[config.mk]
export PLATFORM = sky130hd
export DESIGN_NAME = utf8_title_to_utf16_writer_core_flat
export DESIGN_NICKNAME = d
export VERILOG_FILES = /design/src/sv/u8t_pkg.sv /design/src/sv/u8t_if.sv /design/src/sv/u8t_cfg.sv /design/src/sv/u8t_step.sv /design/src/sv/utf8_title_to_utf16_writer_core.sv /design/src/flat_wrapper.sv
export SDC_FILE = /design/constraint.sdc
export NUM_CORES = 1
export LEC_CHECK = 0
export ABC_CLOCK_PERIOD_IN_PS = 2700
export CAP_MARGIN = 5
export CORE_MARGIN = 1
export CORE_UTILIZATION = 40
export CTS_BUF_LIST = sky130_fd_sc_hd__clkbuf_2
export CTS_CLUSTER_DIAMETER = 120
export DETAILED_ROUTE_END_ITERATION = 16
export DONT_BUFFER_PORTS = 1
export HOLD_SLACK_MARGIN = 0.12
export SLEW_MARGIN = 20
export SYNTH_ARGS = -nofsm -noshare
export SYNTH_HDL_FRONTEND = slang
export SYNTH_SLANG_ARGS = --single-unit
[constraint.sdc]
create_clock -name i_clk -period 2.7 [get_ports i_clk]
set_input_delay 0.27 -clock i_clk [delete_from_list [all_inputs] [get_ports i_clk]]
set_output_delay 0.27 -clock i_clk [all_outputs]
set_load 0.005 [all_outputs]
[src/sv/u8t_pkg.sv]
`default_nettype none

package u8t_pkg;

    localparam int unsigned IDX_W = 7;

    typedef enum logic [1:0] {
        CMD_DATA  = 2'd0,
        CMD_TITLE = 2'd1,
        CMD_SUB   = 2'd2,
        CMD_DEV   = 2'd3
    } t_cmd;

    typedef enum logic [2:0] {
        ERR_NONE      = 3'd0,
        ERR_LEAD      = 3'd1,
        ERR_SURROGATE = 3'd2,
        ERR_BEYOND    = 3'd3,
        ERR_LONG      = 3'd4,
        ERR_ORDER     = 3'd5,
        ERR_TRUNC     = 3'd6
    } t_err;

    localparam logic [15:0] UNIT_NEWLINE = 16'h000A;
    localparam logic [15:0] SURR_LO      = 16'hD800;
    localparam logic [15:0] SURR_HI      = 16'hDFFF;
    localparam logic [7:0]  LEAD4_MAX    = 8'hF4;
    localparam logic [7:0]  MASK_BASE    = 8'h3F;
    localparam logic [7:0]  MASK_CN      = 8'h40;
    localparam logic [7:0]  MASK_KR      = 8'h80;

    localparam logic [2:0] REG_VERSION = 3'd0;
    localparam logic [1:0] VERSION_RST = 2'd1;

    typedef struct packed {
        t_cmd       command;
        logic [7:0] data_byte;
        logic       part_end;
    } t_in;

    typedef struct packed {
        logic             char_valid;
        logic [IDX_W-1:0] char_index;
        logic [15:0]      code_unit;
        logic [7:0]       language_mask;
        t_err             error_code;
    } t_out;

    typedef struct packed {
        logic [15:0] pending_bits;
        logic [1:0]  bytes_left;
        logic        subtitle_seen;
        logic        developer_seen;
        logic        error_latched;
    } t_dec_state;

endpackage

`default_nettype wire

[src/sv/u8t_if.sv]
`default_nettype none

interface u8t_in_if;
    logic       valid;
    logic       ready;
    logic [1:0] command;
    logic [7:0] data_byte;
    logic       part_end;

    modport source (output valid, output command, output data_byte, output part_end,
                    input ready);
    modport sink (input valid, input command, input data_byte, input part_end,
                  output ready);
endinterface

interface u8t_out_if;
    logic        valid;
    logic        ready;
    logic        char_valid;
    logic [6:0]  char_index;
    logic [15:0] code_unit;
    logic [7:0]  language_mask;
    logic [2:0]  error_code;

    modport source (output valid, output char_valid, output char_index, output code_unit,
                    output language_mask, output error_code, input ready);
    modport sink (input valid, input char_valid, input char_index, input code_unit,
                  input language_mask, input error_code, output ready);
endinterface

`default_nettype wire

[src/sv/u8t_cfg.sv]
`default_nettype none

module u8t_cfg
    import u8t_pkg::*;
(
    input  wire         i_clk,
    input  wire         i_rst_n,
    input  wire         psel,
    input  wire         penable,
    input  wire         pwrite,
    input  wire  [2:0]  paddr,
    input  wire  [31:0] pwdata,
    output logic [31:0] prdata,
    output logic        pready,
    output logic [1:0]  o_version
);

    logic [1:0] r_version;
    logic       sel_version;

    assign sel_version = (paddr[2] == REG_VERSION[2]);

    always_ff @(posedge i_clk) begin
        if (!i_rst_n) begin
            r_version <= VERSION_RST;
        end else if (psel && penable && pwrite && sel_version) begin
            r_version <= pwdata[1:0];
        end
    end

    assign pready    = 1'b1;
    assign prdata    = sel_version ? {30'd0, r_version} : 32'd0;
    assign o_version = r_version;

endmodule

`default_nettype wire

[src/sv/u8t_step.sv]
`default_nettype none

module u8t_step
    import u8t_pkg::*;
#(
    parameter int unsigned MAX_TITLE_UNITS = 128,
    parameter int unsigned CW = $clog2(MAX_TITLE_UNITS + 1)
) (
    input  t_in             i_item,
    input  t_dec_state      i_state,
    input  wire  [CW-1:0]   i_count,
    input  wire  [1:0]      i_version,
    output t_dec_state      o_state,
    output logic [CW-1:0]   o_count,
    output t_out            o_result
);

    localparam int unsigned IW = (CW < IDX_W) ? CW : IDX_W;
    localparam logic [CW-1:0] MAX_C = CW'(MAX_TITLE_UNITS);

    logic        full;
    logic        emit;
    logic [15:0] unit;
    logic [15:0] merged;
    logic [7:0]  mask;
    t_err        err;
    logic [7:0]  b;

    assign b    = i_item.data_byte;
    assign full = (i_count >= MAX_C);

    always_comb begin
        mask = MASK_BASE;
        if (i_version > 2'd1) mask = mask | MASK_CN;
        if (i_version > 2'd2) mask = mask | MASK_KR;
    end

    assign merged = (i_state.bytes_left == 2'd2)
                  ? (i_state.pending_bits | {4'd0, b[5:0], 6'd0})
                  : (i_state.pending_bits | {10'd0, b[5:0]});

    always_comb begin
        o_state  = i_state;
        o_count  = i_count;
        o_result = '0;
        err      = ERR_NONE;
        emit     = 1'b0;
        unit     = '0;
        if (!i_state.error_latched) begin
            case (i_item.command)
                CMD_DATA: begin
                    if (i_state.bytes_left == 2'd0) begin
                        if (full) begin
                            err = ERR_LONG;
                        end else if (!b[7]) begin
                            emit = 1'b1;
                            unit = {8'd0, b};
                        end else if (b[7:5] == 3'b110) begin
                            o_state.pending_bits = {5'd0, b[4:0], 6'd0};
                            o_state.bytes_left   = 2'd1;
                            if (i_item.part_end) err = ERR_TRUNC;
                        end else if (b[7:4] == 4'b1110) begin
                            o_state.pending_bits = {b[3:0], 12'd0};
                            o_state.bytes_left   = 2'd2;
                            if (i_item.part_end) err = ERR_TRUNC;
                        end else if (b[7:3] == 5'b11110 && b <= LEAD4_MAX) begin
                            err = ERR_BEYOND;
                        end else begin
                            err = ERR_LEAD;
                        end
                    end else begin
                        o_state.pending_bits = merged;
                        o_state.bytes_left   = i_state.bytes_left - 2'd1;
                        if (i_state.bytes_left == 2'd1) begin
                            if (merged >= SURR_LO && merged <= SURR_HI) begin
                                err = ERR_SURROGATE;
                            end else begin
                                emit = 1'b1;
                                unit = merged;
                            end
                        end else if (i_item.part_end) begin
                            err = ERR_TRUNC;
                        end
                    end
                end
                CMD_TITLE: begin
                    if (i_state.bytes_left != 2'd0) begin
                        err = ERR_TRUNC;
                    end else if (i_count != '0) begin
                        err = ERR_ORDER;
                    end
                end
                CMD_SUB: begin
                    if (i_state.bytes_left != 2'd0) begin
                        err = ERR_TRUNC;
                    end else if (i_count == '0 || i_state.developer_seen
                                 || i_state.subtitle_seen) begin
                        err = ERR_ORDER;
                    end else begin
                        o_state.subtitle_seen = 1'b1;
                        if (full) begin
                            err = ERR_LONG;
                        end else begin
                            emit = 1'b1;
                            unit = UNIT_NEWLINE;
                        end
                    end
                end
                default: begin
                    if (i_state.bytes_left != 2'd0) begin
                        err = ERR_TRUNC;
                    end else if (i_count == '0 || i_state.developer_seen) begin
                        err = ERR_ORDER;
                    end else begin
                        o_state.developer_seen = 1'b1;
                        if (full) begin
                            err = ERR_LONG;
                        end else begin
                            emit = 1'b1;
                            unit = UNIT_NEWLINE;
                        end
                    end
                end
            endcase

            if (err != ERR_NONE) begin
                o_result.error_code   = err;
                o_state.error_latched = 1'b1;
            end else if (emit) begin
                o_count                = i_count + CW'(1);
                o_result.char_valid    = 1'b1;
                o_result.char_index    = IDX_W'(i_count[IW-1:0]);
                o_result.code_unit     = unit;
                o_result.language_mask = mask;
            end
        end
    end

endmodule

`default_nettype wire

[src/sv/utf8_title_to_utf16_writer_core.sv]
// UTF-8 banner title decoder, writing BMP code units to the title slots.
// i_item: one beat per item (command, data_byte, part_end), valid/ready.
// o_res: one beat per accepted item (char_valid, char_index, code_unit,
//   language_mask, error_code); char_valid is 0 for lead and middle bytes,
//   start commands that write nothing, and errors.
// APB port: register 0 at byte address 0 holds banner_version (2 bits).
// The item sits in the input register, is decoded there, and its result
//   is registered into the result register that drives o_res.
// Throughput: one item per cycle while o_res does not stall; the decode
//   is a single pass over the input register and the small running state
//   (unit count, partial code point, bytes still due, part flags, error latch).
// When o_res stalls, the result register holds and the input register
//   fills; i_item.ready drops only once both are occupied.
// Reset empties both registers, clears the running state, and sets
//   banner_version to 1. An error latches until reset; later items give
//   all-zero results.
`default_nettype none

module utf8_title_to_utf16_writer_core
    import u8t_pkg::*;
#(
    parameter int unsigned MAX_TITLE_UNITS = 128
) (
    input  wire         i_clk,
    input  wire         i_rst_n,
    u8t_in_if.sink      i_item,
    u8t_out_if.source   o_res,
    input  wire         psel,
    input  wire         penable,
    input  wire         pwrite,
    input  wire  [2:0]  paddr,
    input  wire  [31:0] pwdata,
    output logic [31:0] prdata,
    output logic        pready
);

    localparam int unsigned CW = $clog2(MAX_TITLE_UNITS + 1);

    logic          r_in_valid;
    t_in           r_in;
    logic          r_out_valid;
    t_out          r_out;
    t_dec_state    r_state;
    logic [CW-1:0] r_count;

    t_dec_state    n_state;
    logic [CW-1:0] n_count;
    t_out          n_out;
    logic [1:0]    version;
    logic          advance;

    u8t_cfg u_cfg (
        .i_clk     (i_clk),
        .i_rst_n   (i_rst_n),
        .psel      (psel),
        .penable   (penable),
        .pwrite    (pwrite),
        .paddr     (paddr),
        .pwdata    (pwdata),
        .prdata    (prdata),
        .pready    (pready),
        .o_version (version)
    );

    u8t_step #(
        .MAX_TITLE_UNITS (MAX_TITLE_UNITS),
        .CW              (CW)
    ) u_step (
        .i_item    (r_in),
        .i_state   (r_state),
        .i_count   (r_count),
        .i_version (version),
        .o_state   (n_state),
        .o_count   (n_count),
        .o_result  (n_out)
    );

    assign advance      = r_in_valid && (!r_out_valid || o_res.ready);
    assign i_item.ready = !r_in_valid || advance;

    always_ff @(posedge i_clk) begin
        if (!i_rst_n) begin
            r_in_valid <= 1'b0;
        end else if (i_item.valid && i_item.ready) begin
            r_in_valid <= 1'b1;
        end else if (advance) begin
            r_in_valid <= 1'b0;
        end
    end

    always_ff @(posedge i_clk) begin
        if (i_item.valid && i_item.ready) begin
            r_in.command   <= t_cmd'(i_item.command);
            r_in.data_byte <= i_item.data_byte;
            r_in.part_end  <= i_item.part_end;
        end
    end

    always_ff @(posedge i_clk) begin
        if (!i_rst_n) begin
            r_state     <= '0;
            r_count     <= '0;
            r_out_valid <= 1'b0;
        end else if (advance) begin
            r_state     <= n_state;
            r_count     <= n_count;
            r_out_valid <= 1'b1;
        end else if (o_res.ready) begin
            r_out_valid <= 1'b0;
        end
    end

    always_ff @(posedge i_clk) begin
        if (advance) begin
            r_out <= n_out;
        end
    end

    assign o_res.valid         = r_out_valid;
    assign o_res.char_valid    = r_out.char_valid;
    assign o_res.char_index    = r_out.char_index;
    assign o_res.code_unit     = r_out.code_unit;
    assign o_res.language_mask = r_out.language_mask;
    assign o_res.error_code    = r_out.error_code;

    a_err_no_char: assert property (@(posedge i_clk) disable iff (!i_rst_n)
        r_out_valid && r_out.error_code != ERR_NONE |-> !r_out.char_valid)
        else $error("result carries both an error and a code unit");

    a_latched_count: assert property (@(posedge i_clk) disable iff (!i_rst_n)
        r_state.error_latched |=> $stable(r_count) && r_state.error_latched)
        else $error("unit count moved after an error latched");

    a_count_bound: assert property (@(posedge i_clk) disable iff (!i_rst_n)
        advance && n_out.char_valid |-> r_count < CW'(MAX_TITLE_UNITS))
        else $error("code unit written past the title limit");

endmodule

`default_nettype wire
[src/flat_wrapper.sv]
// flat-port wrapper written by rule: the top's interface ports become plain ports
module utf8_title_to_utf16_writer_core_flat import u8t_pkg::*;
#(
    parameter int unsigned MAX_TITLE_UNITS = 128
)
  (i_clk, i_rst_n, psel, penable, pwrite, paddr, pwdata, prdata, pready, i_item_valid, i_item_command, i_item_data_byte, i_item_part_end, i_item_ready, o_res_valid, o_res_char_valid, o_res_char_index, o_res_code_unit, o_res_language_mask, o_res_error_code, o_res_ready);
  u8t_in_if i_item_i ();
  u8t_out_if o_res_i ();
  input  wire i_clk;
  input  wire i_rst_n;
  input  wire psel;
  input  wire penable;
  input  wire pwrite;
  input  wire  [2:0] paddr;
  input  wire  [31:0] pwdata;
  output logic [31:0] prdata;
  output logic pready;
  input wire logic [$bits(i_item_i.valid)-1:0] i_item_valid;
  input wire logic [$bits(i_item_i.command)-1:0] i_item_command;
  input wire logic [$bits(i_item_i.data_byte)-1:0] i_item_data_byte;
  input wire logic [$bits(i_item_i.part_end)-1:0] i_item_part_end;
  output wire logic [$bits(i_item_i.ready)-1:0] i_item_ready;
  output wire logic [$bits(o_res_i.valid)-1:0] o_res_valid;
  output wire logic [$bits(o_res_i.char_valid)-1:0] o_res_char_valid;
  output wire logic [$bits(o_res_i.char_index)-1:0] o_res_char_index;
  output wire logic [$bits(o_res_i.code_unit)-1:0] o_res_code_unit;
  output wire logic [$bits(o_res_i.language_mask)-1:0] o_res_language_mask;
  output wire logic [$bits(o_res_i.error_code)-1:0] o_res_error_code;
  input wire logic [$bits(o_res_i.ready)-1:0] o_res_ready;
  assign i_item_i.valid = i_item_valid;
  assign i_item_i.command = i_item_command;
  assign i_item_i.data_byte = i_item_data_byte;
  assign i_item_i.part_end = i_item_part_end;
  assign i_item_ready = i_item_i.ready;
  assign o_res_valid = o_res_i.valid;
  assign o_res_char_valid = o_res_i.char_valid;
  assign o_res_char_index = o_res_i.char_index;
  assign o_res_code_unit = o_res_i.code_unit;
  assign o_res_language_mask = o_res_i.language_mask;
  assign o_res_error_code = o_res_i.error_code;
  assign o_res_i.ready = o_res_ready;
  utf8_title_to_utf16_writer_core #(.MAX_TITLE_UNITS(MAX_TITLE_UNITS)) u_core (.i_clk(i_clk), .i_rst_n(i_rst_n), .i_item(i_item_i), .o_res(o_res_i), .psel(psel), .penable(penable), .pwrite(pwrite), .paddr(paddr), .pwdata(pwdata), .prdata(prdata), .pready(pready));
endmodule
==> results.json <==
{
  "grt_pass1_vias": 2151,
  "die_h_microns": 96.4,
  "cts_max_level": 3,
  "num_antenna_cells": 0,
  "avgSynthCellArea_sq_um": 10.8,
  "grt_pass1_wl_microns": 10700,
  "yosysTopAreaCell": "edfxtp_1",
  "status": "complete, no violations",
  "clockRootBuffer": "clkbuf_2",
  "ant_nets": 0,
  "die_x_microns": 96.4,
  "clock_path_buffers": 2,
  "r2r_cells": 5,
  "synth_seq_cells": 74,
  "synth_xor_area_share_pct": 0,
  "power_w": 0.00211,
  "firstDrtPassIters": 6,
  "drv_cap": 0,
  "cts_resized": 0,
  "clkSinkCount": 74,
  "multi_input_area_sq_um": 1420,
  "hold_buffers": 18,
  "maxSlewViolCount": 0,
  "yosysSeqAreaShare_pct": 53.1,
  "finalSetupViolCount": 0,
  "ys_top_cells_by_count": "edfxtp_1, buf_4, dfxtp_1",
  "fin_tns_setup_ps": 0,
  "synth_top_family_by_area": "simple AND/OR/NAND/NOR gates",
  "syn2layout_area_growth_pct": 8.18,
  "finalCritPeriodShare_pct": 83.6,
  "drive_gt1_share_pct": 12.0,
  "overflow": 0,
  "critPathMaxFanout": 13,
  "async_flop_share_pct": 0,
  "grt_usage_pct": 15.5,
  "arrival_ps": 2610,
  "yosysWarnings": 0,
  "synth-main-ff-cell": "edfxtp_1",
  "hold_violations": 0,
  "fmax_ghz": 0.443,
  "p_leak_nw": 1.35,
  "yosysMostFrequentCell": "edfxtp_1",
  "rows": 34,
  "fillers": 827,
  "synth-simple-area-share_pct": 20.4,
  "fp.dieArea_sq_um": 9290,
  "reg2reg_setup_slack_ps": 440,
  "seqCellArea_sq_um": 1890,
  "synthCells": 331,
  "hp-class": "primary input to register",
  "synth_top_area_share_pct": 34.6,
  "wl_per_cell_microns": 14.5,
  "cts_setup_buffers": 0,
  "initial_core_util_pct": 41.1,
  "synth.distinct_cells": 53,
  "synth_fa_ha_area_share_pct": 0.702,
  "netlist_top_cells_area": "edfxtp_1, dfxtp_1, buf_4",
  "nets": 400,
  "drc": 0,
  "power-per-cell-area_nw_per_um2": 546,
  "fin_skew_ps": 26.9,
  "critPathLaunchType": "register",
  "hold_depth": 4,
  "portBuffers": 0,
  "clock_latency_ps": 540,
  "synth-edff-count": 41,
  "final.min_clock_period_ps": 2260,
  "dp_hpwl_microns": 4430,
  "max_slew.worst_pin.slew_ps": 615,
  "antenna_found_initial": 0,
  "wirelength_microns": 6660,
  "grt_max_degree": 42,
  "synthMuxAreaShare_pct": 3.13,
  "viasPerCell": 5.10,
  "rsz0062_at_grt": "no",
  "relSlewSlack_pct": 59.0,
  "fp.coreArea_sq_um": 8680,
  "gp_congestion": 0.806,
  "required_ps": 3060,
  "synth.cell_area_sq_um": 3560,
  "numCtsBuffers": 9,
  "path_clk_slew_ps": 210,
  "io_pins": 123,
  "path_class": "register to register",
  "place_area_sq_um": 3530,
  "post-route-cell-area_sq_um": 3850,
  "vias": 2334,
  "cts_tree": "yes",
  "crit_path_end_kind": "register",
  "drtIter0Drc": 117,
  "synth_compound_area_share_pct": 12.5,
  "peakVddDrop_mv": 0.272
}
==> kinds of logic after synthesis <==
group | count (synthesis)
flip-flops | 74
AND/OR/NAND/NOR | 127
adder cells (fa/ha/maj) | 2
other | 2
buffers and inverters | 56
AO/OA/AOI/OAI | 59
multiplexers | 11
==> registers in the layout, indices dropped and copies added, names as in the netlist <==
| register | cells |
|---|---|
| u_core.r_in | 11 |
| u_core.r_count | 8 |
| u_core.o_res.error_code | 3 |
| u_core.u_cfg.o_version | 2 |
| u_core.o_res.char_index | 7 |
| u_core.o_res.char_valid | 1 |
| u_core.o_res.valid | 1 |
| u_core.o_res.code_unit | 16 |
| u_core.r_state | 21 |
| u_core.o_res.language_mask | 3 |
| u_core.r_in_valid | 1 |
==> placed cells by master, fill, tap and decap left out, types with 2 or more instances in the layout <==
cell type	instances
buf_12	2
conb_1	31
nor2_1	19
nand3_1	7
clkinv_2	2
and3_1	4
edfxtp_1	41
nand2_1	27
a21boi_0	4
nor3_1	4
a21oi_2	5
o21a_1	6
a21oi_1	11
mux2i_1	10
nor2b_1	20
inv_1	6
ha_1	2
o21ai_0	6
nand2b_1	10
dlygate4sd3_1	17
and2_1	16
o211ai_1	2
dfxtp_1	33
buf_4	5
bufinv_16	2
a22oi_1	11
clkbuf_2	11
nand4_1	6
a211oi_2	3
==> metrics by stage <==
| step | util (%) | std cells | hold slack (ps) | setup slack [ps] |
|---|---|---|---|---|
| 2_1_floorplan | - | 360 | 369 | 439 |
| 3_3_place_gp | 40.7 | 424 | 337 | 570 |
| 3_5_place_dp | 40.7 | 424 | 343 | 515 |
| 4_1_cts | 44.4 | 458 | 180 | 460 |
| 5_1_grt | 44.4 | 458 | 224 | 308 |
| 6_report | 44.4 | 458 | 184 | 444 |
==> report_power, final <==
group	switching (W)	leakage [nW]	internal (W)	total, W
combinational	0.0000775	0.614	0.0000545	0.000132
sequential	0.0000332	0.652	0.00123	0.00126
clock	0.000401	0.0859	0.000313	0.000714
==> worst max-delay path: stages (launching register included) <==
cell and delay, ps:
edfxtp_1 550, nor2_1 230, nand2_1 120, a2111o_1 630
buf_4 280, o21ai_0 270
==> routing by layer <==
| layer | vias to the layer above | global-route usage [%] | part of all wire (%) |
|---|---|---|---|
| li1 | 1135 | - | - |
| met4 | 0 | 6.25 | 2.1 |
| met5 | - | 0 | 0 |
| met1 | 1103 | 20.7 | 48 |
| met3 | 15 | 4.23 | 5.0 |
| met2 | 81 | 23.7 | 44 |
==> final timing paths <==
kind                                                      start                                      end
worst min-delay path                                o_res_ready           u_core.r_state[3]$_SDFFE_PN0P_
worst max register to register        u_core.r_in[10]$_DFFE_PP_  u_core.o_res.code_unit[3]$_SDFFCE_PP0P_
worst min register to register  u_core.r_state[20]$_SDFFE_PN0P_          u_core.r_state[20]$_SDFFE_PN0P_
worst max-delay path                  u_core.r_in[10]$_DFFE_PP_  u_core.o_res.code_unit[3]$_SDFFCE_PP0P_
==> final cells by class <==
| cell class | count | area share (%) |
|---|---|---|
| Clock inverter | 5 | 2.04 |
| Tap cell | 108 | 3.51 |
| Inverter | 6 | 0.584 |
| Sequential cell | 74 | 49.1 |
| Multi-Input combinational cell | 230 | 36.9 |
| Timing Repair Buffer | 24 | 6.43 |
| Clock buffer | 11 | 1.43 |
No activity file was read; power rests on OpenSTA's default activity.
